--- src/tpu_pkg.sv ---
`default_nettype none
package tpu_pkg;

  localparam int CHANNEL_SLOTS = 64;
  localparam int CH_W          = $clog2(CHANNEL_SLOTS);
  localparam int ROW_W         = 16;
  localparam int KEPT_W        = 7;
  localparam int CFG_IDX_W     = 8;
  localparam int CFG_DATA_W    = 16;

  localparam logic [CFG_IDX_W-1:0] REG_ROW_COUNT     = 8'd0;
  localparam logic [CFG_IDX_W-1:0] REG_KEPT_CHANNELS = 8'd1;

  localparam logic [ROW_W-1:0]  ROW_COUNT_RST = 16'd64;
  localparam logic [KEPT_W-1:0] KEPT_RST      = 7'd11;

  localparam logic [1:0] KIND_CELL      = 2'd0;
  localparam logic [1:0] KIND_ROW_END   = 2'd1;
  localparam logic [1:0] KIND_ROW_FINAL = 2'd2;

  typedef enum logic [2:0] {
    PH_CHAN  = 3'd0,
    PH_MASK  = 3'd1,
    PH_NOTE  = 3'd2,
    PH_INS   = 3'd3,
    PH_VOL   = 3'd4,
    PH_CMD   = 3'd5,
    PH_PARAM = 3'd6
  } phase_t;

  // Per-channel stored values; also the live copy for the current channel.
  typedef struct packed {
    logic [7:0] mask;
    logic [7:0] note;
    logic [7:0] instrument;
    logic [7:0] volume;
    logic [7:0] command;
    logic [7:0] param;
  } entry_t;

  typedef struct packed {
    logic            en;
    logic [CH_W-1:0] addr;
    entry_t          entry;
  } wr_t;

  // First data field still asked for after phase "from", or back to channel byte.
  function automatic phase_t next_field(input phase_t from, input logic [7:0] mask);
    phase_t p;
    p = PH_CHAN;
    if (from < PH_NOTE && mask[0]) p = PH_NOTE;
    else if (from < PH_INS && mask[1]) p = PH_INS;
    else if (from < PH_VOL && mask[2]) p = PH_VOL;
    else if (from < PH_CMD && mask[3]) p = PH_CMD;
    return p;
  endfunction

endpackage
`default_nettype wire

--- src/tpu_ifs.sv ---
`default_nettype none
interface tpu_in_if import tpu_pkg::*; ();
  logic       valid;
  logic       ready;
  logic       mode;
  logic [7:0] data_byte;
  modport source (output valid, output mode, output data_byte, input ready);
  modport sink   (input valid, input mode, input data_byte, output ready);
endinterface

interface tpu_out_if import tpu_pkg::*; ();
  logic             valid;
  logic             ready;
  logic [1:0]       kind;
  logic [ROW_W-1:0] row;
  logic [CH_W-1:0]  channel;
  logic [3:0]       write_mask;
  logic [7:0]       note;
  logic [7:0]       instrument;
  logic [7:0]       volume;
  logic [7:0]       command;
  logic [7:0]       param;
  modport source (output valid, output kind, output row, output channel, output write_mask,
                  output note, output instrument, output volume, output command,
                  output param, input ready);
  modport sink   (input valid, input kind, input row, input channel, input write_mask,
                  input note, input instrument, input volume, input command,
                  input param, output ready);
endinterface

interface tpu_cfg_if import tpu_pkg::*; ();
  logic                  valid;
  logic                  ready;
  logic [CFG_IDX_W-1:0]  index;
  logic [CFG_DATA_W-1:0] data;
  modport source (output valid, output index, output data, input ready);
  modport sink   (input valid, input index, input data, output ready);
endinterface
`default_nettype wire

--- src/tpu_chan_mem.sv ---
`default_nettype none
module tpu_chan_mem import tpu_pkg::*; (
  input  wire logic            clk,
  input  wire logic            rst_n,
  input  wire logic            rd_en,
  input  wire logic [CH_W-1:0] rd_addr,
  input  wire wr_t             wr,
  output entry_t               rd_entry
);

  entry_t                   mem [CHANNEL_SLOTS];
  logic [CHANNEL_SLOTS-1:0] vld_r;
  entry_t                   rd_entry_r;

  always_ff @(posedge clk) begin
    if (!rst_n) begin
      vld_r <= '0;
    end else if (wr.en) begin
      vld_r[wr.addr] <= 1'b1;
    end
  end

  always_ff @(posedge clk) begin
    if (wr.en) begin
      mem[wr.addr] <= wr.entry;
    end
  end

  // Never-written entries read as zero.
  always_ff @(posedge clk) begin
    if (rd_en) begin
      rd_entry_r <= vld_r[rd_addr] ? mem[rd_addr] : '0;
    end
  end

  assign rd_entry = rd_entry_r;

endmodule
`default_nettype wire

--- src/tpu_decoder.sv ---
`default_nettype none
module tpu_decoder import tpu_pkg::*; (
  input  wire logic              clk,
  input  wire logic              rst_n,
  input  wire logic              in_valid,
  input  wire logic              in_mode,
  input  wire logic [7:0]        in_byte,
  input  wire entry_t            rd_entry,
  input  wire logic [ROW_W-1:0]  row_count,
  input  wire logic [KEPT_W-1:0] kept_channels,
  output logic                   fire,
  output wr_t                    wr,
  tpu_out_if.source              out_if
);

  phase_t           phase_r, phase_nxt;
  logic [CH_W-1:0]  ch_r, ch_nxt;
  logic             kept_r, kept_nxt;
  logic [ROW_W-1:0] row_r, row_nxt;
  logic             done_r, done_nxt;
  entry_t           cur_r, cur_nxt;

  logic             out_valid_r;
  logic [1:0]       kind_r;
  logic [ROW_W-1:0] orow_r;
  logic [CH_W-1:0]  och_r;
  logic [3:0]       wm_r;
  logic [7:0]       note_r, ins_r, vol_r, cmd_r, par_r;

  logic             emit;
  logic [1:0]       emit_kind;
  logic [3:0]       emit_wm;

  logic [CH_W-1:0]  new_ch;
  logic             kept_new;
  entry_t           load;
  phase_t           from_ph;
  logic [7:0]       mask_src;
  phase_t           np;
  logic             row_last;
  logic             work;

  assign fire     = in_valid && (!out_valid_r || out_if.ready);
  assign work     = fire && !in_mode && !done_r;
  assign new_ch   = in_byte[CH_W-1:0] - {{(CH_W-1){1'b0}}, 1'b1};
  assign kept_new = {1'b0, new_ch} < kept_channels;
  // The live copy is newer than the memory for the channel just written.
  assign load     = (new_ch == ch_r) ? cur_r : rd_entry;
  assign row_last = ({1'b0, row_r} + 17'd1) >= {1'b0, row_count};

  always_comb begin
    case (phase_r)
      PH_CHAN: begin
        from_ph  = PH_MASK;
        mask_src = load.mask;
      end
      PH_MASK: begin
        from_ph  = PH_MASK;
        mask_src = in_byte;
      end
      default: begin
        from_ph  = phase_r;
        mask_src = cur_r.mask;
      end
    endcase
  end

  assign np = next_field(from_ph, mask_src);

  // Next state
  always_comb begin
    phase_nxt = phase_r;
    ch_nxt    = ch_r;
    kept_nxt  = kept_r;
    row_nxt   = row_r;
    done_nxt  = done_r;
    cur_nxt   = cur_r;
    if (fire && in_mode) begin
      phase_nxt = PH_CHAN;
      row_nxt   = '0;
      done_nxt  = 1'b0;
    end else if (work) begin
      case (phase_r)
        PH_CHAN: begin
          if (in_byte == 8'd0) begin
            if (row_last) done_nxt = 1'b1;
            else          row_nxt  = row_r + 16'd1;
          end else begin
            ch_nxt   = new_ch;
            kept_nxt = kept_new;
            cur_nxt  = load;
            phase_nxt = in_byte[7] ? PH_MASK : np;
          end
        end
        PH_MASK: begin
          cur_nxt.mask = in_byte;
          phase_nxt    = np;
        end
        PH_NOTE: begin
          if (kept_r) cur_nxt.note = in_byte;
          phase_nxt = np;
        end
        PH_INS: begin
          if (kept_r) cur_nxt.instrument = in_byte;
          phase_nxt = np;
        end
        PH_VOL: begin
          if (kept_r) cur_nxt.volume = in_byte;
          phase_nxt = np;
        end
        PH_CMD: begin
          if (kept_r) cur_nxt.command = in_byte;
          phase_nxt = PH_PARAM;
        end
        PH_PARAM: begin
          if (kept_r) cur_nxt.param = in_byte;
          phase_nxt = PH_CHAN;
        end
        default: phase_nxt = PH_CHAN;
      endcase
    end
  end

  // Outputs
  always_comb begin
    emit      = 1'b0;
    emit_kind = KIND_CELL;
    if (work) begin
      case (phase_r)
        PH_CHAN: begin
          if (in_byte == 8'd0) begin
            emit      = 1'b1;
            emit_kind = row_last ? KIND_ROW_FINAL : KIND_ROW_END;
          end else begin
            emit = !in_byte[7] && (np == PH_CHAN) && kept_new;
          end
        end
        PH_MASK, PH_NOTE, PH_INS, PH_VOL: emit = (np == PH_CHAN) && kept_r;
        PH_PARAM: emit = kept_r;
        default:  emit = 1'b0;
      endcase
    end
  end

  assign emit_wm = cur_nxt.mask[3:0] | cur_nxt.mask[7:4];

  always_ff @(posedge clk) begin
    if (!rst_n) begin
      phase_r     <= PH_CHAN;
      ch_r        <= '0;
      kept_r      <= 1'b0;
      row_r       <= '0;
      done_r      <= 1'b0;
      cur_r       <= '0;
      out_valid_r <= 1'b0;
    end else begin
      phase_r <= phase_nxt;
      ch_r    <= ch_nxt;
      kept_r  <= kept_nxt;
      row_r   <= row_nxt;
      done_r  <= done_nxt;
      cur_r   <= cur_nxt;
      if (fire)              out_valid_r <= emit;
      else if (out_if.ready) out_valid_r <= 1'b0;
    end
  end

  always_ff @(posedge clk) begin
    if (fire && emit) begin
      kind_r <= emit_kind;
      orow_r <= row_r;
      if (emit_kind == KIND_CELL) begin
        och_r  <= ch_nxt;
        wm_r   <= emit_wm;
        note_r <= emit_wm[0] ? cur_nxt.note : 8'd0;
        ins_r  <= emit_wm[1] ? cur_nxt.instrument : 8'd0;
        vol_r  <= emit_wm[2] ? cur_nxt.volume : 8'd0;
        cmd_r  <= emit_wm[3] ? cur_nxt.command : 8'd0;
        par_r  <= emit_wm[3] ? cur_nxt.param : 8'd0;
      end else begin
        och_r  <= '0;
        wm_r   <= '0;
        note_r <= '0;
        ins_r  <= '0;
        vol_r  <= '0;
        cmd_r  <= '0;
        par_r  <= '0;
      end
    end
  end

  // Write back the live copy on every consumed word.
  assign wr.en    = fire;
  assign wr.addr  = ch_nxt;
  assign wr.entry = cur_nxt;

  assign out_if.valid      = out_valid_r;
  assign out_if.kind       = kind_r;
  assign out_if.row        = orow_r;
  assign out_if.channel    = och_r;
  assign out_if.write_mask = wm_r;
  assign out_if.note       = note_r;
  assign out_if.instrument = ins_r;
  assign out_if.volume     = vol_r;
  assign out_if.command    = cmd_r;
  assign out_if.param      = par_r;

endmodule
`default_nettype wire

--- src/tracker_pattern_unpacker_core.sv ---
// Packed pattern body decoder.
// in_if carries one word per byte: mode 1 starts a new pattern (row and phase
// cleared, channel tables kept), mode 0 carries a packed data byte.
// out_if returns at most one word per input byte: a cell record with its
// write mask and values, a row end marker, or the final row marker, after
// which data bytes are dropped until the next new-pattern word.
// cfg_if writes row_count (index 0) and kept_channels (index 1); it is always
// ready and a write takes effect at once. Other indexes are dropped.
// Throughput: one byte per cycle while the receiver does not stall. The accepting
// edge loads the input register and the registered read of the 64-entry
// per-channel table; the phase update then loads the result register, which
// drives out_if.valid.
// A stalled receiver holds the result register; one more byte waits in the
// input register, then in_if.ready drops.
// Reset clears phase, row, pattern state and the table valid bits, so every
// channel reads as all zero; no clearing pass is needed. Registers return to
// row_count 64 and kept_channels 11.
`default_nettype none
module tracker_pattern_unpacker_core import tpu_pkg::*; (
  input wire logic  clk,
  input wire logic  rst_n,
  tpu_cfg_if.sink   cfg_if,
  tpu_in_if.sink    in_if,
  tpu_out_if.source out_if
);

  logic [ROW_W-1:0]  row_count_r;
  logic [KEPT_W-1:0] kept_r;

  logic       in_valid_r;
  logic       in_mode_r;
  logic [7:0] in_byte_r;
  logic       in_take;
  logic       fire;
  wr_t        wr;
  entry_t     rd_entry;
  logic [CH_W-1:0] rd_addr;

  assign cfg_if.ready = 1'b1;

  always_ff @(posedge clk) begin
    if (!rst_n) begin
      row_count_r <= ROW_COUNT_RST;
      kept_r      <= KEPT_RST;
    end else if (cfg_if.valid) begin
      case (cfg_if.index)
        REG_ROW_COUNT:     row_count_r <= cfg_if.data[ROW_W-1:0];
        REG_KEPT_CHANNELS: kept_r      <= cfg_if.data[KEPT_W-1:0];
        default: ;
      endcase
    end
  end

  assign in_if.ready = !in_valid_r || fire;
  assign in_take     = in_if.valid && in_if.ready;
  // Read ahead as if the word were a channel byte.
  assign rd_addr     = in_if.data_byte[CH_W-1:0] - {{(CH_W-1){1'b0}}, 1'b1};

  always_ff @(posedge clk) begin
    if (!rst_n) begin
      in_valid_r <= 1'b0;
    end else if (in_take) begin
      in_valid_r <= 1'b1;
    end else if (fire) begin
      in_valid_r <= 1'b0;
    end
  end

  always_ff @(posedge clk) begin
    if (in_take) begin
      in_mode_r <= in_if.mode;
      in_byte_r <= in_if.data_byte;
    end
  end

  tpu_chan_mem u_mem (
    .clk      (clk),
    .rst_n    (rst_n),
    .rd_en    (in_take),
    .rd_addr  (rd_addr),
    .wr       (wr),
    .rd_entry (rd_entry)
  );

  tpu_decoder u_dec (
    .clk           (clk),
    .rst_n         (rst_n),
    .in_valid      (in_valid_r),
    .in_mode       (in_mode_r),
    .in_byte       (in_byte_r),
    .rd_entry      (rd_entry),
    .row_count     (row_count_r),
    .kept_channels (kept_r),
    .fire          (fire),
    .wr            (wr),
    .out_if        (out_if)
  );

endmodule
`default_nettype wire
--- src/flat_wrapper.sv ---
// flat-port wrapper written by rule: the top's interface ports become plain ports
module tracker_pattern_unpacker_core_flat import tpu_pkg::*;
  (clk, rst_n, cfg_if_valid, cfg_if_index, cfg_if_data, cfg_if_ready, in_if_valid, in_if_mode, in_if_data_byte, in_if_ready, out_if_valid, out_if_kind, out_if_row, out_if_channel, out_if_write_mask, out_if_note, out_if_instrument, out_if_volume, out_if_command, out_if_param, out_if_ready);
  tpu_cfg_if cfg_if_i ();
  tpu_in_if in_if_i ();
  tpu_out_if out_if_i ();
  input wire logic clk;
  input wire logic rst_n;
  input wire logic [$bits(cfg_if_i.valid)-1:0] cfg_if_valid;
  input wire logic [$bits(cfg_if_i.index)-1:0] cfg_if_index;
  input wire logic [$bits(cfg_if_i.data)-1:0] cfg_if_data;
  output wire logic [$bits(cfg_if_i.ready)-1:0] cfg_if_ready;
  input wire logic [$bits(in_if_i.valid)-1:0] in_if_valid;
  input wire logic [$bits(in_if_i.mode)-1:0] in_if_mode;
  input wire logic [$bits(in_if_i.data_byte)-1:0] in_if_data_byte;
  output wire logic [$bits(in_if_i.ready)-1:0] in_if_ready;
  output wire logic [$bits(out_if_i.valid)-1:0] out_if_valid;
  output wire logic [$bits(out_if_i.kind)-1:0] out_if_kind;
  output wire logic [$bits(out_if_i.row)-1:0] out_if_row;
  output wire logic [$bits(out_if_i.channel)-1:0] out_if_channel;
  output wire logic [$bits(out_if_i.write_mask)-1:0] out_if_write_mask;
  output wire logic [$bits(out_if_i.note)-1:0] out_if_note;
  output wire logic [$bits(out_if_i.instrument)-1:0] out_if_instrument;
  output wire logic [$bits(out_if_i.volume)-1:0] out_if_volume;
  output wire logic [$bits(out_if_i.command)-1:0] out_if_command;
  output wire logic [$bits(out_if_i.param)-1:0] out_if_param;
  input wire logic [$bits(out_if_i.ready)-1:0] out_if_ready;
  assign cfg_if_i.valid = cfg_if_valid;
  assign cfg_if_i.index = cfg_if_index;
  assign cfg_if_i.data = cfg_if_data;
  assign cfg_if_ready = cfg_if_i.ready;
  assign in_if_i.valid = in_if_valid;
  assign in_if_i.mode = in_if_mode;
  assign in_if_i.data_byte = in_if_data_byte;
  assign in_if_ready = in_if_i.ready;
  assign out_if_valid = out_if_i.valid;
  assign out_if_kind = out_if_i.kind;
  assign out_if_row = out_if_i.row;
  assign out_if_channel = out_if_i.channel;
  assign out_if_write_mask = out_if_i.write_mask;
  assign out_if_note = out_if_i.note;
  assign out_if_instrument = out_if_i.instrument;
  assign out_if_volume = out_if_i.volume;
  assign out_if_command = out_if_i.command;
  assign out_if_param = out_if_i.param;
  assign out_if_i.ready = out_if_ready;
  tracker_pattern_unpacker_core u_core (.clk(clk), .rst_n(rst_n), .cfg_if(cfg_if_i), .in_if(in_if_i), .out_if(out_if_i));
endmodule
--- config.mk ---
export PLATFORM = sky130hd
export DESIGN_NAME = tracker_pattern_unpacker_core_flat
export DESIGN_NICKNAME = d
export VERILOG_FILES = /design/src/tpu_pkg.sv /design/src/tpu_ifs.sv /design/src/tpu_chan_mem.sv /design/src/tpu_decoder.sv /design/src/tracker_pattern_unpacker_core.sv /design/src/flat_wrapper.sv
export SDC_FILE = /design/constraint.sdc
export NUM_CORES = 2
export LEC_CHECK = 0
export BUFFER_PORTS_ARGS = -buffer_cell sky130_fd_sc_hd__buf_2
export CAP_MARGIN = 5
export CELL_PAD_IN_SITES_DETAIL_PLACEMENT = 1
export CELL_PAD_IN_SITES_GLOBAL_PLACEMENT = 1
export CORE_MARGIN = 2
export CORE_UTILIZATION = 43
export CTS_CLUSTER_SIZE = 24
export DETAILED_ROUTE_END_ITERATION = 6
export PLACE_DENSITY_LB_ADDON = 0.1
export SYNTH_ARGS = -nofsm -noshare
export SYNTH_HDL_FRONTEND = slang
export SYNTH_HIERARCHICAL = 1
export SYNTH_SLANG_ARGS = --single-unit
--- constraint.sdc ---
create_clock -name clk -period 12.96 [get_ports clk]
set_clock_uncertainty 0.05 [all_clocks]
set_input_delay 0 -clock clk [delete_from_list [all_inputs] [get_ports clk]]
set_output_delay 0 -clock clk [all_outputs]
set_load 0.01 [all_outputs]
# After elaboration in Yosys (flattened, before gate mapping)

Memories as Yosys holds them, arrays and structs flattened. A register that Yosys moved wholly into a read port is not among the register bits.
Index checks and enable logic that the tools add are counted.

Bitwise gates (word level): 6
Shift operators: 0
Equality and inequality tests: 9
$lt $le $gt $ge: 9
Reduce and logical (&&, ||, !) cells: 42
$mul: 0
Mux-type cells: 45
Add/subtract/negate cells: 4
Div/mod/pow operators: 0

Operators with widths:

| operator                                                   | number |
|---|---|
| two-way mux 48 bit                                         | 4 |
| case mux 8 bit (2 select lines)                            | 6 |
| bitwise OR 64 bit                                          | 1 |
| two-way mux 8 bit                                          | 5 |
| two-way mux 6 bit                                          | 4 |
| two-way mux 3 bit                                          | 7 |
| adder 16 x 1 -> 17 bit, second input constant              | 1 |
| greater-or-equal comparator 17 x 16 -> 1 bit               | 1 |
| adder 16 x 1 -> 16 bit, second input constant              | 1 |
| zero test 8 bit                                            | 2 |
| logical AND 1 bit                                          | 14 |
| less-than comparator 6 x 7 -> 1 bit, second input constant | 2 |
| AND reduction 2 bit                                        | 7 |
| AND reduction 4 bit                                        | 3 |
| subtractor 6 x 1 -> 6 bit, second input constant           | 2 |
| two-way mux 1 bit                                          | 10 |
| == test 3 bit, second input constant                       | 3 |
| case mux 3 bit (3 select lines)                            | 1 |
| == test 8 x 1 -> 1 bit, second input constant              | 1 |
| two-way mux 2 bit                                          | 4 |
| case mux 4 bit (2 select lines)                            | 1 |
| less-than comparator 6 x 7 -> 1 bit                        | 1 |
| binary-select mux 1 bit (select 6 bit)                     | 1 |
| demux 1 bit (select 6 bit)                                 | 1 |
| 17 further kinds                                           | 32 |

Output and inout bits: 71
Word-level logic and storage cells: 143
Register bits: 241
Memory bits (read-only): 0
Memories: 1
Memory bits (writable): 3072
Latch bits: 0

Memory list:

| name             | depth | bits a word | rd ports | clocked after Yosys merged registers in | wr ports | RTL line           | source |
|---|---|---|---|---|---|---|---|
| u_core.u_mem.mem | 64    | 48          | 1        | 1                                       | 1        | tpu_chan_mem.sv:11 | `entry_t mem [CHANNEL_SLOTS];` |

# Logic depth before layout (Yosys ltp)

Depth in word-level cells: 16
Mapped depth: 16

# Modules after synthesis

The synthesis kept the hierarchy.

Modules (own cells, without submodules):

| module                        | times used | area an instance (sq um) | cells each | sequential area each (sq um) |
|---|---|---|---|---|
| tpu_chan_mem                  | 1          | 120962.3                 | 4961       | 94971.1 |
| tpu_decoder                   | 1          | 8231.6                   | 895        | 3563.4 |
| tracker_pattern_unpacker_core | 1          | 1377.6                   | 129        | 750.7 |

# Least setup slack after synthesis

Ideal clock, no wire load.

Path type: reg2reg
From: register u_core.in_byte_r[2]
To: memory u_core/u_mem/mem[48][0] (netlist name) (enable)
Library setup time: 0.515 ns
Data required time: 12.395 ns
Period minus slack after synthesis: 6.350 ns
Arrival: 5.785 ns
Buffers on the path: 1
Cell stages (with the launch flop): 10
Path slack: 6.610 ns
Cell sequence: edfxtp_1 -> buf_2 -> or3_4 -> nor4_4 -> nor2_1 -> nand2_1 -> o21ai_0 -> nor2b_1 -> nand3_1 -> nor3_1

RTL lines:

| what                   | RTL line                            | source |
|---|---|---|
| start, declared        | tracker_pattern_unpacker_core.sv:32 | `logic [7:0] in_byte_r;` |
| start signal, assigned | tracker_pattern_unpacker_core.sv:72 | `in_byte_r <= in_if.data_byte;` |
| end, declared          | tpu_chan_mem.sv:11                  |  |

==> metrics <==
hpwl dp 232,000 µm; nets 6,541; H-tree depth 5; initial antenna violation count 30; cts bufs inserted 363; crit-path max FO 41; final wirelength 416,000 µm; largest net degree at the start of global routing 119; DRT iter0 DRCs 7,968; Routed wire per std cell 38.6 µm; core area 303,000 µm²; Final Max Slew Viols 0; Synth area leader edfxtp_1; # fillers 26,574; setup bufs post-CTS 0; Antenna Violating Nets Remaining 0; fin crit period 6550 ps; Port-buffer cells 107; Die Ht 555 µm; setup ws final 6410 ps; Final Hold Fails 0; Slew headroom 0.104; post-CTS sizing 0; Synth top cells by count edfxtp_1 (3,197), mux4_2 (911), nand2_1 (175); maxcap violations 0; Post-Syn Instances 5,985; Lkg Pwr 51.1 nW; Mapped Nets 6,047; CTS tree yes; Post-synth ARST share 0; io pins 109; GP Congestion 0.828; actual slew at the worst max-slew pin 1340 ps; Root Buffer clkbuf_16; FP Rows 202; Place WS 6600 ps; Worst Path Arrival 7020 ps; Max clock buf depth 4; Die Span X 555 µm; pwr/cell area 160 nW/µm²; TritonRoute pass-1 iters 5; Synth area leaders edfxtp_1 (74%), mux4_2 (16%), dfxtp_1 (2.5%); Synth top area share 0.735; register area share after synthesis 0.760; worst hold path type in -> reg; Syn Area/Cell 21.8 µm²; Vias/cell 6.19; synth unique cells 80; setup TNS 0 ps; total gr overflow 0; most frequent cell after synthesis edfxtp_1; status complete, no violations; VDD IR-drop max 116 µV; global-route usage over all layers 0.269; CP endpoint kind flop; Max Fclk 153 MHz; share of post-route cells with drive strength above 1 0.283; detailed-route via count 66,609; # hold bufs at CTS 94; first-pass GRT wire length 572,000 µm; Mapped Area 131,000 µm²; kind of critical path reg -> reg; unrepaired setup endpoints after global routing false; Post-synth EDFFs 3,197; CP Launch Type flop; Final Cycle Share 0.505; Setup-failing EPs final 0; Main synth FF type edfxtp_1; Layout area overhead 14.7%; Starting Density 0.432; CTS sink cnt 3,361; synth warn 6; die area 308,000 µm²; Remaining DRCs 0; CP Data Required Time 13,430 ps; clk_lat worst skew 950 ps; vias in the first global route 68,404; Clock transition at path regs 70 ps; number of synthesized register bits 3,361
cell type report:
class	instances	area (µm²)	share of cell area
antenna	14	35.0	0.000234
clock buffer	462	9770	0.0652
clock inverter	200	2140	0.0143
inverter	89	357	0.00238
multi-input combinational	2210	29800	0.199
sequential	3361	99300	0.663
tap	3978	4980	0.0332
timing repair buffer	454	3440	0.0230
final timing paths:
kind                            cells past startpoint                     from  slack [ps]                 endpoint
worst max-delay path                               10  u_core/u_dec/phase_r[0]        6410  u_core/u_mem/mem[27][8]
worst min-delay path                                5          cfg_if_index[2]          80   u_core/row_count_r[13]
worst max register to register                     10  u_core/u_dec/phase_r[0]        6410  u_core/u_mem/mem[27][8]
worst min register to register                      1   u_core/u_mem/vld_r[36]         410   u_core/u_mem/vld_r[36]
flip-flops by register name (all words and copies together) (netlist names), 16 cells and up:
name	count
u_core/row_count_r	16
u_core/u_dec/out_if.row	16
u_core/u_mem/vld_r	64
u_core/u_mem/rd_entry	48
u_core/u_dec/cur_r	48
u_core/u_mem/mem	3072
u_core/u_dec/row_r	16
critical path: stages, from the launching register on:
cell and delay [ps]:
dfxtp_1 690, nor2_1 230, nand2_2 120, buf_4 500
nor2_1 190, nand2_1 430, mux2i_1 690, inv_1 330
nand3b_1 740, nor2_4 1020, buf_4 960
metal layers:
layer / wire length [µm] / GRT usage / up-vias / part of all wire
li1: - / - / 26124 / -
met4: 13100 / 0.0797 / 6 / 0.031
met1: 172000 / 0.381 / 37119 / 0.41
met3: 29400 / 0.0414 / 598 / 0.071
met2: 201000 / 0.435 / 2762 / 0.48
met5: 41 / 0 / - / 0.000099
placed cells by master, fill, tap and decap left out, types with 24 or more instances in the layout:
| cell type | n |
|---|---|
| inv_1 | 79 |
| clkinv_2 | 57 |
| clkbuf_16 | 370 |
| dfxtp_1 | 164 |
| bufinv_16 | 36 |
| nand3_1 | 46 |
| and2_1 | 37 |
| o22ai_1 | 42 |
| dlygate4sd3_1 | 94 |
| clkinv_1 | 78 |
| o21a_1 | 71 |
| ha_1 | 24 |
| mux2i_1 | 136 |
| a22oi_1 | 110 |
| nor2_1 | 81 |
| edfxtp_1 | 3197 |
| nand2b_1 | 24 |
| buf_2 | 106 |
| nand2_1 | 173 |
| mux4_2 | 911 |
| nor2_4 | 61 |
| buf_4 | 248 |
| nor2b_1 | 84 |
| o21ai_0 | 24 |
| a21oi_1 | 130 |
| clkbuf_1 | 74 |
stage by stage:
stage          power [mW]  instance area (µm²)  hold WS [ps]  std cells   util
2_1_floorplan        13.1               131000          48.9       5985      -
3_3_place_gp         13.7               137000           153       9997  0.453
3_5_place_dp         13.7               137000           159       9997  0.453
4_1_cts              24.1               150000         0.228      10753  0.495
5_1_grt              24.6               150000           108      10758  0.495
6_report             23.9               150000          77.8      10768  0.495
power breakdown:
part,switching (mW),internal (mW)
logic,0.946,0.526
registers,0.0355,12.0
clock network,4.38,6.07
cell families (layout without fill, tap and decap cells):
| group | after synthesis | after routing | share of synthesized area |
|---|---|---|---|
| AOI/OAI and AO/OA | 502 | 502 | 0.0271 |
| xor gates and xnor gates | 28 | 28 | 0.00241 |
| adders and majority gates | 24 | 24 | 0.00230 |
| buffers and inverters | 414 | 1205 | 0.0161 |
| DFF | 3361 | 3361 | 0.760 |
| muxes | 1061 | 1061 | 0.169 |
| other | 1 | 15 | 0.0000287 |
| and+or+nand+nor | 594 | 594 | 0.0225 |
Power figures use the tool's default switching activity.
